==> src/rtl/mhid_pkg.sv <==
`timescale 1ns / 1ps
// ----------------------------------------------------------------------------
// mhid_pkg
// Shared types, codes and constants of the binary max heap block.
// ----------------------------------------------------------------------------
package mhid_pkg;

   localparam int DATA_W          = 32;
   localparam int MAX_ENTRIES_DEF = 64;
   localparam int RESULT_LIMIT    = 64;
   localparam int CAP_W           = 7;
   localparam int ACTION_W        = 2;
   localparam int STATUS_W        = 2;
   localparam int COUNT_OUT_W     = 7;
   localparam int INDEX_OUT_W     = 6;

   localparam logic [CAP_W-1:0] CAP_RESET = 7'd64;

   localparam logic [ACTION_W-1:0] ACT_INSERT = 2'd0;
   localparam logic [ACTION_W-1:0] ACT_DELETE = 2'd1;
   localparam logic [ACTION_W-1:0] ACT_DUMP   = 2'd2;

   localparam logic [STATUS_W-1:0] STATUS_OK        = 2'd0;
   localparam logic [STATUS_W-1:0] STATUS_FULL      = 2'd1;
   localparam logic [STATUS_W-1:0] STATUS_NOT_FOUND = 2'd2;
   localparam logic [STATUS_W-1:0] STATUS_EMPTY     = 2'd3;

   typedef enum logic [3:0] {
      ST_IDLE,
      ST_SCAN_RD,
      ST_SCAN_CHK,
      ST_MOVE_RD,
      ST_MOVE_WR,
      ST_BUILD,
      ST_RD_NODE,
      ST_RD_LEFT,
      ST_CMP_LEFT,
      ST_CMP_RIGHT,
      ST_SWAP_HI,
      ST_SWAP_LO,
      ST_ROOT,
      ST_RESP,
      ST_DUMP_RD,
      ST_DUMP_OUT
   } state_type;

endpackage

==> src/rtl/mhid_ram.sv <==
`timescale 1ns / 1ps
// ----------------------------------------------------------------------------
// mhid_ram
// Heap storage: one write port, one read port with registered read data.
// ----------------------------------------------------------------------------
module mhid_ram #(
   parameter int DEPTH  = mhid_pkg::MAX_ENTRIES_DEF,
   parameter int ADDR_W = $clog2(DEPTH)
) (
   input  logic                        clock,
   input  logic                        wr_en,
   input  logic [ADDR_W-1:0]           wr_addr,
   input  logic [mhid_pkg::DATA_W-1:0] wr_data,
   input  logic [ADDR_W-1:0]           rd_addr,
   output logic [mhid_pkg::DATA_W-1:0] rd_data
);
   import mhid_pkg::*;

   logic [DATA_W-1:0] mem [DEPTH];
   logic [DATA_W-1:0] rd_data_ff;

   always_ff @(posedge clock) begin
      if (wr_en) begin
         mem[wr_addr] <= wr_data;
      end
   end

   always_ff @(posedge clock) begin
      rd_data_ff <= mem[rd_addr];
   end

   assign rd_data = rd_data_ff;

endmodule

==> src/rtl/max_heap_insert_delete.sv <==
`timescale 1ns / 1ps
// ----------------------------------------------------------------------------
// max_heap_insert_delete
// Array-based binary max heap of signed 32-bit values with insert, delete of
// the first match and dump, rebuilt bottom-up after every change.
// ----------------------------------------------------------------------------
//  channel | ports                                         | handshake
//  --------+-----------------------------------------------+---------------
//  req     | req_action, req_value                         | valid / stall
//  rsp     | rsp_status, rsp_entry_count, rsp_entry_index, | valid / stall
//          | rsp_entry_value, rsp_last                     |
//  csr     | csr_capacity_limit                            | valid / ready
//
//  One request at a time; req_stall is high until its last response is loaded.
//  Insert/delete: a delete scans the entries for a match, then moves the last
//  entry into its place; then the rebuild visits every parent and sinks it
//  level by level. Dump: one entry read at a time. The single read port of the
//  heap memory, with registered read data, sets the pace of these steps.
//  Synchronous reset empties the heap and sets the capacity limit to 64.
//  A stalled response holds the sequencer until the output register frees.
// ----------------------------------------------------------------------------
module max_heap_insert_delete #(
   parameter int MAX_ENTRIES = mhid_pkg::MAX_ENTRIES_DEF
) (
   input  logic                             clock,
   input  logic                             reset,
   input  logic                             req_valid,
   output logic                             req_stall,
   input  logic [mhid_pkg::ACTION_W-1:0]    req_action,
   input  logic [mhid_pkg::DATA_W-1:0]      req_value,
   output logic                             rsp_valid,
   input  logic                             rsp_stall,
   output logic [mhid_pkg::STATUS_W-1:0]    rsp_status,
   output logic [mhid_pkg::COUNT_OUT_W-1:0] rsp_entry_count,
   output logic [mhid_pkg::INDEX_OUT_W-1:0] rsp_entry_index,
   output logic [mhid_pkg::DATA_W-1:0]      rsp_entry_value,
   output logic                             rsp_last,
   input  logic                             csr_valid,
   output logic                             csr_ready,
   input  logic [mhid_pkg::CAP_W-1:0]       csr_capacity_limit
);
   import mhid_pkg::*;

   localparam int IDX_W = $clog2(MAX_ENTRIES);
   localparam int CNT_W = $clog2(MAX_ENTRIES + 1);

   state_type             state_ff, state_in;
   logic [CNT_W-1:0]      count_ff, count_in;
   logic [CNT_W-1:0]      parent_ff, parent_in;
   logic [CNT_W-1:0]      scan_ff, scan_in;
   logic [IDX_W-1:0]      node_ff, node_in;
   logic [IDX_W-1:0]      top_ff, top_in;
   logic [IDX_W-1:0]      at_ff, at_in;
   logic [DATA_W-1:0]     value_ff, value_in;
   logic [DATA_W-1:0]     top_val_ff, top_val_in;
   logic [DATA_W-1:0]     node_val_ff, node_val_in;
   logic [STATUS_W-1:0]   status_ff, status_in;
   logic [CAP_W-1:0]      cap_ff, cap_in;

   logic                  rsp_valid_ff, rsp_valid_in;
   logic [STATUS_W-1:0]   rsp_status_ff, rsp_status_in;
   logic [COUNT_OUT_W-1:0] rsp_count_ff, rsp_count_in;
   logic [INDEX_OUT_W-1:0] rsp_index_ff, rsp_index_in;
   logic [DATA_W-1:0]     rsp_value_ff, rsp_value_in;
   logic                  rsp_last_ff, rsp_last_in;

   logic                  mem_we;
   logic [IDX_W-1:0]      mem_waddr;
   logic [DATA_W-1:0]     mem_wdata;
   logic [IDX_W-1:0]      mem_raddr;
   logic [DATA_W-1:0]     mem_rdata;

   logic                  req_take;
   logic                  rsp_free;
   logic                  heap_full;
   logic                  child_gt;
   logic                  scan_hit;
   logic                  dump_last;
   logic                  l_in_range;
   logic                  r_in_range;
   logic [CNT_W:0]        count_nx;
   logic [CNT_W-1:0]      count_dec;
   logic [CNT_W:0]        scan_nx;
   logic [IDX_W:0]        child_l;
   logic [IDX_W:0]        child_r;
   logic [COUNT_OUT_W+CNT_W-1:0] count_wide;
   logic [INDEX_OUT_W+CNT_W-1:0] scan_wide;
   logic [DATA_W-1:0]     root_value;

   mhid_ram #(
      .DEPTH  (MAX_ENTRIES),
      .ADDR_W (IDX_W)
   ) u_ram (
      .clock   (clock),
      .wr_en   (mem_we),
      .wr_addr (mem_waddr),
      .wr_data (mem_wdata),
      .rd_addr (mem_raddr),
      .rd_data (mem_rdata)
   );

   assign req_stall = (state_ff != ST_IDLE);
   assign csr_ready = 1'b1;
   assign req_take  = req_valid && !req_stall;
   assign rsp_free  = !rsp_valid_ff || !rsp_stall;

   assign count_nx   = {1'b0, count_ff} + (CNT_W+1)'(1);
   assign count_dec  = count_ff - CNT_W'(1);
   assign scan_nx    = {1'b0, scan_ff} + (CNT_W+1)'(1);
   assign child_l    = {node_ff, 1'b1};
   assign child_r    = {node_ff, 1'b0} + (IDX_W+1)'(2);
   assign l_in_range = 32'(child_l) < 32'(count_ff);
   assign r_in_range = 32'(child_r) < 32'(count_ff);
   assign heap_full  = (32'(count_ff) >= 32'(cap_ff)) || (32'(count_ff) >= MAX_ENTRIES);
   assign dump_last  = (32'(scan_nx) == 32'(count_ff)) || (32'(scan_nx) == RESULT_LIMIT);
   assign count_wide = {COUNT_OUT_W'(0), count_ff};
   assign scan_wide  = {INDEX_OUT_W'(0), scan_ff};
   assign root_value = (count_ff != '0) ? mem_rdata : '0;

   // compare units: read word against current top (shared by both children) or search key
   assign child_gt = $signed(mem_rdata) > $signed(top_val_ff);
   assign scan_hit = (mem_rdata == value_ff);

   // next parent to sift, counting down from count/2-1
   function automatic logic [IDX_W-1:0] count_dec_parent(input logic [CNT_W-1:0] p);
      logic [CNT_W-1:0] d;
      d = p - CNT_W'(1);
      return d[IDX_W-1:0];
   endfunction

   always_ff @(posedge clock) begin
      if (reset) begin
         state_ff     <= ST_IDLE;
         count_ff     <= '0;
         cap_ff       <= CAP_RESET;
         rsp_valid_ff <= 1'b0;
      end else begin
         state_ff     <= state_in;
         count_ff     <= count_in;
         cap_ff       <= cap_in;
         rsp_valid_ff <= rsp_valid_in;
      end
   end

   always_ff @(posedge clock) begin
      parent_ff     <= parent_in;
      scan_ff       <= scan_in;
      node_ff       <= node_in;
      top_ff        <= top_in;
      at_ff         <= at_in;
      value_ff      <= value_in;
      top_val_ff    <= top_val_in;
      node_val_ff   <= node_val_in;
      status_ff     <= status_in;
      rsp_status_ff <= rsp_status_in;
      rsp_count_ff  <= rsp_count_in;
      rsp_index_ff  <= rsp_index_in;
      rsp_value_ff  <= rsp_value_in;
      rsp_last_ff   <= rsp_last_in;
   end

   always_comb begin
      state_in      = state_ff;
      count_in      = count_ff;
      cap_in        = cap_ff;
      parent_in     = parent_ff;
      scan_in       = scan_ff;
      node_in       = node_ff;
      top_in        = top_ff;
      at_in         = at_ff;
      value_in      = value_ff;
      top_val_in    = top_val_ff;
      node_val_in   = node_val_ff;
      status_in     = status_ff;
      rsp_valid_in  = rsp_valid_ff && rsp_stall;
      rsp_status_in = rsp_status_ff;
      rsp_count_in  = rsp_count_ff;
      rsp_index_in  = rsp_index_ff;
      rsp_value_in  = rsp_value_ff;
      rsp_last_in   = rsp_last_ff;
      mem_we        = 1'b0;
      mem_waddr     = node_ff;
      mem_wdata     = top_val_ff;
      mem_raddr     = '0;

      if (csr_valid && csr_ready) begin
         cap_in = csr_capacity_limit;
      end

      case (state_ff)
         ST_IDLE: begin
            if (req_take) begin
               value_in  = req_value;
               status_in = STATUS_OK;
               scan_in   = '0;
               case (req_action)
                  ACT_INSERT: begin
                     if (heap_full) begin
                        status_in = STATUS_FULL;
                        state_in  = ST_ROOT;
                     end else begin
                        mem_we    = 1'b1;
                        mem_waddr = count_ff[IDX_W-1:0];
                        mem_wdata = req_value;
                        count_in  = count_nx[CNT_W-1:0];
                        parent_in = count_nx[CNT_W:1];
                        state_in  = ST_BUILD;
                     end
                  end
                  ACT_DELETE: begin
                     if (count_ff == '0) begin
                        status_in = STATUS_NOT_FOUND;
                        state_in  = ST_ROOT;
                     end else begin
                        state_in  = ST_SCAN_RD;
                     end
                  end
                  ACT_DUMP: begin
                     if (count_ff == '0) begin
                        status_in = STATUS_EMPTY;
                        state_in  = ST_RESP;
                     end else begin
                        state_in  = ST_DUMP_RD;
                     end
                  end
                  default: begin
                     state_in = ST_ROOT;
                  end
               endcase
            end
         end
         ST_SCAN_RD: begin
            mem_raddr = scan_ff[IDX_W-1:0];
            state_in  = ST_SCAN_CHK;
         end
         ST_SCAN_CHK: begin
            if (scan_hit) begin
               at_in    = scan_ff[IDX_W-1:0];
               state_in = ST_MOVE_RD;
            end else if (32'(scan_nx) == 32'(count_ff)) begin
               status_in = STATUS_NOT_FOUND;
               state_in  = ST_ROOT;
            end else begin
               scan_in  = scan_nx[CNT_W-1:0];
               state_in = ST_SCAN_RD;
            end
         end
         ST_MOVE_RD: begin
            mem_raddr = count_dec[IDX_W-1:0];
            state_in  = ST_MOVE_WR;
         end
         ST_MOVE_WR: begin
            // last entry fills the hole left by the deleted one
            mem_we    = 1'b1;
            mem_waddr = at_ff;
            mem_wdata = mem_rdata;
            count_in  = count_dec;
            parent_in = count_dec >> 1;
            state_in  = ST_BUILD;
         end
         ST_BUILD: begin
            if (parent_ff == '0) begin
               state_in = ST_ROOT;
            end else begin
               node_in   = count_dec_parent(parent_ff);
               parent_in = parent_ff - CNT_W'(1);
               state_in  = ST_RD_NODE;
            end
         end
         ST_RD_NODE: begin
            mem_raddr = node_ff;
            state_in  = ST_RD_LEFT;
         end
         ST_RD_LEFT: begin
            node_val_in = mem_rdata;
            top_val_in  = mem_rdata;
            top_in      = node_ff;
            if (l_in_range) begin
               mem_raddr = child_l[IDX_W-1:0];
               state_in  = ST_CMP_LEFT;
            end else begin
               state_in  = ST_BUILD;
            end
         end
         ST_CMP_LEFT: begin
            if (child_gt) begin
               top_in     = child_l[IDX_W-1:0];
               top_val_in = mem_rdata;
            end
            if (r_in_range) begin
               mem_raddr = child_r[IDX_W-1:0];
               state_in  = ST_CMP_RIGHT;
            end else begin
               state_in  = ST_SWAP_HI;
            end
         end
         ST_CMP_RIGHT: begin
            // strict compare keeps the left child on a tie
            if (child_gt) begin
               top_in     = child_r[IDX_W-1:0];
               top_val_in = mem_rdata;
            end
            state_in = ST_SWAP_HI;
         end
         ST_SWAP_HI: begin
            if (top_ff == node_ff) begin
               state_in = ST_BUILD;
            end else begin
               mem_we    = 1'b1;
               mem_waddr = node_ff;
               mem_wdata = top_val_ff;
               state_in  = ST_SWAP_LO;
            end
         end
         ST_SWAP_LO: begin
            mem_we    = 1'b1;
            mem_waddr = top_ff;
            mem_wdata = node_val_ff;
            node_in   = top_ff;
            state_in  = ST_RD_NODE;
         end
         ST_ROOT: begin
            state_in = ST_RESP;
         end
         ST_RESP: begin
            if (rsp_free) begin
               rsp_valid_in  = 1'b1;
               rsp_status_in = status_ff;
               rsp_count_in  = count_wide[COUNT_OUT_W-1:0];
               rsp_index_in  = '0;
               rsp_value_in  = root_value;
               rsp_last_in   = 1'b1;
               state_in      = ST_IDLE;
            end
         end
         ST_DUMP_RD: begin
            mem_raddr = scan_ff[IDX_W-1:0];
            state_in  = ST_DUMP_OUT;
         end
         ST_DUMP_OUT: begin
            mem_raddr = scan_ff[IDX_W-1:0];
            if (rsp_free) begin
               rsp_valid_in  = 1'b1;
               rsp_status_in = STATUS_OK;
               rsp_count_in  = count_wide[COUNT_OUT_W-1:0];
               rsp_index_in  = scan_wide[INDEX_OUT_W-1:0];
               rsp_value_in  = mem_rdata;
               rsp_last_in   = dump_last;
               scan_in       = scan_nx[CNT_W-1:0];
               state_in      = dump_last ? ST_IDLE : ST_DUMP_RD;
            end
         end
         default: begin
            state_in = ST_IDLE;
         end
      endcase
   end

   assign rsp_valid       = rsp_valid_ff;
   assign rsp_status      = rsp_status_ff;
   assign rsp_entry_count = rsp_count_ff;
   assign rsp_entry_index = rsp_index_ff;
   assign rsp_entry_value = rsp_value_ff;
   assign rsp_last        = rsp_last_ff;

   a_count_bound : assert property (@(posedge clock) disable iff (reset)
      32'(count_ff) <= MAX_ENTRIES)
      else $error("heap count beyond capacity");

   a_count_step : assert property (@(posedge clock) disable iff (reset)
      !$past(reset) && (count_ff != $past(count_ff)) |->
         (count_ff == $past(count_ff) + CNT_W'(1)) ||
         (count_ff == $past(count_ff) - CNT_W'(1)))
      else $error("heap count moved by more than one");

   a_idle_write : assert property (@(posedge clock) disable iff (reset)
      mem_we && (state_ff == ST_IDLE) |-> req_take && (req_action == ACT_INSERT))
      else $error("heap written while idle without an insert transaction");

endmodule
==> config.mk <==
export PLATFORM = sky130hd
export DESIGN_NAME = max_heap_insert_delete
export DESIGN_NICKNAME = d
export VERILOG_FILES = /design/src/rtl/mhid_pkg.sv /design/src/rtl/mhid_ram.sv /design/src/rtl/max_heap_insert_delete.sv
export SDC_FILE = /design/constraint.sdc
export NUM_CORES = 2
export LEC_CHECK = 0
export BUFFER_PORTS_ARGS = -buffer_cell sky130_fd_sc_hd__buf_2
export CAP_MARGIN = 20
export CORE_UTILIZATION = 50
export CTS_BUF_LIST = sky130_fd_sc_hd__clkbuf_16
export DETAILED_ROUTE_END_ITERATION = 6
export MAX_ROUTING_LAYER = met4
export PLACE_DENSITY_LB_ADDON = 0.08
export SLEW_MARGIN = 5
export SYNTH_ARGS = -nofsm -noshare
export SYNTH_HDL_FRONTEND = slang
export SYNTH_SLANG_ARGS = --single-unit
==> constraint.sdc <==
create_clock -name clock -period 20 [get_ports clock]
set_clock_uncertainty 0.15 [all_clocks]
set_input_delay 5 -clock clock [delete_from_list [all_inputs] [get_ports clock]]
set_output_delay 5 -clock clock [all_outputs]
set_load 0.005 [all_outputs]
# Word-level counts from Yosys, hierarchy flattened
# Memory sizes are Yosys's and may differ from the RTL's. A register that Yosys moved wholly into a read port is not among the register bits.
# Cells that the tools add are included.
# W data, S select, Z words.
[classes]
n_reduce_logical = 38
addsub = 5
order_cmp = 5
eq_ne = 33
muxes = 77
[op_table]
columns = ["op", "count"]
rows = [
  ["$mux W32", 7],
  ["$pmux W32 S2", 2],
  ["$pmux W32 S3", 1],
  ["$mux W7", 11],
  ["$pmux W4 S16", 1],
  ["$mux W6", 10],
  ["$mux W4", 11],
  ["$pmux W7 S3", 2],
  ["$pmux W6 S3", 2],
  ["$eq A32 B32 Y1", 1],
  ["$eq A4 B4 Y1 const B", 8],
  ["$gt A32 B32 Y1", 1],
  ["$pmux W6 S5", 1],
  ["$pmux W6 S2", 2],
  ["$ne A2 B2 Y1 const B", 10],
  ["$mux W2", 9],
  ["$add A7 B1 Y8 const B", 2],
  ["$eq A4 B3 Y1 const B", 4],
  ["$logic_not A7 Y1", 2],
  ["$lt A7 B7 Y1", 2],
  ["$pmux W7 S2", 1],
  ["$sub A7 B1 Y7 const B", 2],
  ["$pmux W4 S3", 1],
  ["$mux W1", 11],
  ["other kinds (30)", 54],
]
[word_totals]
input_bits = 46
word_cells = 177
out_inout_bits = 51
n_memories = 1
regBits = 197
ram_bits = 2048
[mem_list]
columns = ["memory", "words", "width", "rd", "rd_clocked_by_memory_dff", "wr", "line", "rtl"]
rows = [
  ["u_ram.mem", 64, 32, 1, 1, 1, "mhid_ram.sv:19", "logic [DATA_W-1:0] mem [DEPTH];"],
]

# Depth between registers and ports, before layout
[logic_depth]
ltp_word = 8
mapped_depth = 18
depth_no_buf = 13

# Hierarchy
# Synthesis repeated with hierarchy kept, for this count alone.
[hier_totals]
hier_cells = 4247
hier_area_um2 = 89062.9
[by_module_without_submodules]
columns = ["mod", "seq_area_each_um2", "cells_per_inst", "instances", "area_each_um2"]
rows = [
  ["mhid_ram", 62139.6, 3328, 1, 78541.6],
  ["max_heap_insert_delete", 5725.5, 919, 1, 10521.3],
]

# Worst setup path before layout
# Ideal clock, no wire load.
[synth_path]
path_kind = "input port to flip-flop"
from = "input port req_valid"
to = "memory u_ram.mem[0][10], data pin"
stages = 7
arrival_time_ps = 8878
t_required_ps = 19148
slack_ps = 10270
setup_time_ps = 702
path_buffers = 2
path_cell_list = "and2_1 -> nand2_1 -> a211oi_2 -> buf_2 -> o22a_1 -> clkbuf_1 -> o21ai_0"
[synth_via]
elab_chain_cells = 3
[synth_rtl]
columns = ["element", "line", "rtl"]
rows = [
  ["from (decl)", "max_heap_insert_delete.sv:27", "input logic req_valid,"],
  ["$logic_and A1 B1 Y1", "max_heap_insert_delete.sv:104", "assign req_take = req_valid && !req_stall;"],
  ["$mux W32", "max_heap_insert_delete.sv:192", "if (req_take) begin"],
  ["$pmux W32 S3", "max_heap_insert_delete.sv:190", "case (state_ff)"],
  ["via mem_wdata[10]", "max_heap_insert_delete.sv:69", "logic [DATA_W-1:0] mem_wdata;"],
  ["to (decl)", "mhid_ram.sv:19", ""],
]
# The timed path passes the listed nets, and every way through them passes these cells.

# Worst setup path in the final report
[layout_path]
from = "input port req_valid"
to = "memory u_ram.mem[9][17], enable pin"
[layout_via]
elab_chain_cells = 5
word_cells_on_any_way = 7
classes_between = "mux (6); reduce/logical (1)"
[layout_rtl]
columns = ["element", "line", "rtl"]
rows = [
  ["$logic_and A1 B1 Y1 *", "max_heap_insert_delete.sv:104", ""],
  ["$mux W1", "max_heap_insert_delete.sv:192", ""],
  ["$pmux W1 S3", "max_heap_insert_delete.sv:190", ""],
  ["$mux W1", "mhid_ram.sv:23", "if (wr_en) begin"],
  ["$mux W1 (implied by the code)", "mhid_ram.sv:24", "mem[wr_addr] <= wr_data;"],
]
# Mark *: on every way between the ends. The rest lies on a longest branch, timed or not.

==> flow_metrics.env <==
export IMPL_drive_gt1_frac=0.1034
export IMPL_nets=6451
export IMPL_drcViolationCount=0
export IMPL_fmax_mhz=105.5
export IMPL_start_util=0.5055
export IMPL_critPathRequiredTime_ns=20.31
export IMPL_holdBufCountCts=0
export IMPL_fin_crit_sh=0.4739
export IMPL_status="finished, final reports clean"
export IMPL_hold_depth=2
export IMPL_critical_path_class="input pin to flop"
export IMPL_dr_pass1_iters=7
export IMPL_path_buf_inv=3
export IMPL_die_area_um2=185200
export IMPL_fin_crit_ns=9.478
export IMPL_place_area_um2=95220
export IMPL_ys_ff_latch=2277
export IMPL_die_x_um=430.4
export IMPL_yosysWarningCount=0
export IMPL_p_leak_nw=34.25
export IMPL_fillers=14393
export IMPL_area_growth_pct=11.54
export IMPL_cts_tree="done"
export IMPL_grt_setup_unrepaired="false"
export IMPL_end_kind="flop"
export IMPL_num_vias=56239
export IMPL_drt_iter0_drc=7350
export IMPL_synth_seq_area_share=0.7396
export IMPL_clk_path_buf_depth=3
export IMPL_synthArstFlopShare=0
export IMPL_rows=156
export IMPL_globalplace_congestion=0.9088
export IMPL_clock_latency_ns=0.87
export IMPL_tns_ns=0
export IMPL_path_cells="buf_2, and2_1, buf_4, nand2_1, a211oi_4, buf_4, o22ai_2, a221oi_2, nand3_1, nor2_4"
export IMPL_worst_pin_slew_ns=1.149
export IMPL_crit_top_cell="buf_4"
export IMPL_syn_nets=6439
export IMPL_coreArea_um2=181500
export IMPL_finalHoldViolCount=0
export IMPL_slowest_stage="nor2_4"
export IMPL_syn_inst=6336
export IMPL_num_io_pins=97
export IMPL_synth_edff_count=2226
export IMPL_fin_util=0.5638
export IMPL_hold_ws_ns=0.3479
export IMPL_cts_root_buf="clkbuf_16"
export IMPL_cp_slowest_stage_delay_ns=1.20
export IMPL_grt_max_degree=145
export IMPL_post_cts_buffers=0
export IMPL_antenna_found_initial=12
export IMPL_via_per_inst=6.310
export IMPL_syn_area_per_cell_um2=14.48
export IMPL_cp_max_fo=48
export IMPL_drv_slew=0
export IMPL_cp_arrival_ns=9.79
export IMPL_synth_area_um2=91750
export IMPL_pwr_density_cell_nw_per_um2=164.4
export IMPL_portBuffers=95
export IMPL_fin_total_pwr_mw=16.82
export IMPL_hold_class="flop to flop"
export IMPL_routed_wl_um=272200
export IMPL_maxCapViolations=0
export IMPL_peakVddDrop_v=0.0001615
export IMPL_grt_pass1_wl_um=384500
export IMPL_stdcell_area_um2=102300
export IMPL_crit_family="simple AND/OR/NAND/NOR gates"
export IMPL_setup_viol=0
export IMPL_groute_usage_overall=0.2984
export IMPL_synth_main_ff_cell="edfxtp_1"
export IMPL_clk_pin_slew_ns=0.06
export IMPL_ant_nets=0
export IMPL_grt_pass1_vias=52504
export IMPL_synth_cell_type_count=77
export IMPL_overflow=0
export IMPL_ctsResizeCount=0
export IMPL_numCtsBuffers=227
export IMPL_cts_htree_levels=4
export IMPL_wl_per_cell_um=30.54
export IMPL_relSlewSlack=0.2321
export IMPL_dpl_hpwl_um=157300
export IMPL_clock_sinks=2277
export IMPL_cp_start_kind="input pin"
export IMPL_cp_num_cells=10
export IMPL_die_y_um=430.4
export IMPL_worst_r2r_cell_count=15
[layout by cell type, fill, tap and decap left out, drive strengths merged, types with 7 or more instances in the layout]
master,n
a32oi,62
mux4,18
a221oi,45
a211oi,400
xor2,12
o22ai,9
dfxtp,51
clkinv,94
a21o,9
xnor2,65
a31oi,131
a221o,8
nand2,1007
nand4,198
a22oi,35
clkbuf,230
nor2b,8
inv,143
o22a,30
and2,42
bufinv,13
a22o,34
a21oi,66
o21a,7
buf,232
nor4,11
and3,256
o21ai,187
nand3,344
mux2i,249
ha,57
o211ai,34
edfxtp,2226
nor3,18
nor2,146
[layout make-up]
class	count	area, um^2	area share
multi-input cells	3547	22600	0.2208
repair buffers	235	1772	0.01731
flip-flops and latches	2277	67870	0.6631
inverters	60	225.2	0.002201
diodes	3	7.507	0.00007335
well taps	2370	2965	0.02897
clock inverters	193	1229	0.01201
clock buffers	227	5680	0.05550
[cells in the mapped netlist, types with 4 or more instances]
master | count | area (um^2)
edfxtp_1 | 2226 | 66840
nand2_1 | 1006 | 3776
a211oi_1 | 398 | 2988
nand3_1 | 344 | 1722
and3_1 | 256 | 1602
mux2i_1 | 249 | 2492
clkbuf_1 | 245 | 919.6
nand4_1 | 198 | 1239
o21ai_0 | 186 | 930.9
buf_2 | 146 | 730.7
nor2_1 | 144 | 540.5
a31oi_1 | 131 | 819.5
a21oi_1 | 66 | 330.3
xnor2_1 | 65 | 569.3
a32oi_1 | 62 | 543.0
inv_1 | 58 | 217.7
ha_1 | 57 | 713.2
dfxtp_1 | 51 | 1021
a221oi_1 | 43 | 376.6
and2_1 | 42 | 262.8
a22oi_1 | 35 | 262.8
a22o_1 | 34 | 297.8
o211ai_1 | 34 | 255.2
o22a_1 | 30 | 262.8
buf_1 | 27 | 101.4
buf_6 | 19 | 214.0
mux4_2 | 18 | 405.4
buf_4 | 15 | 112.6
nor3_1 | 15 | 75.07
xor2_1 | 12 | 105.1
nor4_1 | 10 | 62.56
a21o_1 | 9 | 67.56
nor2b_1 | 8 | 50.05
o22ai_1 | 8 | 50.05
o21a_1 | 7 | 52.55
a221o_1 | 6 | 60.06
nand2b_1 | 6 | 37.54
o2111ai_1 | 5 | 43.79
a41oi_1 | 4 | 35.03
[state kept, by name (all words and copies together) (netlist names), 4 cells and up]
name and count:
state_ff 4, top_ff 6, rsp_entry_value 32, scan_ff 7, node_ff 6, value_ff 32, u_ram.rd_data 32, rsp_entry_index 6
count_ff 7, at_ff 6, parent_ff 7, top_val_ff 32, node_val_ff 32, u_ram.mem 2048, rsp_entry_count 7, cap_ff 7
[kinds of logic after synthesis]
logic type,Yosys count,synth area share
AND/OR/NAND/NOR,2053,0.1044
buffers and inverters,512,0.02510
XOR/XNOR,77,0.007350
adder cells (fa/ha/maj),57,0.007773
multiplexers,268,0.03170
other,1,0.00004087
AO/OA/AOI/OAI,1091,0.08400
flip-flops,2277,0.7396
[metrics by stage]
step	setup WS [ns]	instances
after floorplan	10.27	6336
after global placement	9.725	8476
after detailed placement	9.672	8477
after CTS	10.59	8897
after global routing	10.30	8909
final	10.52	8912
[path summary, 6_finish.rpt]
kind | startpoint | to | slack (ns)
worst max-delay path | req_valid | u_ram.mem[9][17] | 10.52
worst max register to register | node_ff[0] | u_ram.rd_data[8] | 12.52
worst min register to register | cap_ff[2] | cap_ff[2] | 0.35
worst min-delay path | cap_ff[2] | cap_ff[2] | 0.35
[worst min-delay path, delay by kind of cell (launching register included)]
family / cells / cell delay [ns]
AND/OR/NAND/NOR: 1 / 0.07
multiplexers: 1 / 0.07
flip-flops: 1 / 0.33
[per-layer routing]
metal	track usage	part of all wire
met2	0.4314	0.44
met4	0.1044	0.037
met3	0.05376	0.086
met1	0.4268	0.43
met5	-	0
[report_power, final]
part	internal (mW)	switching, mW
Sequential	6.57	0.226
Clock	2.21	1.78
Combinational	1.36	4.67
No activity file was read; power rests on OpenSTA's default activity.
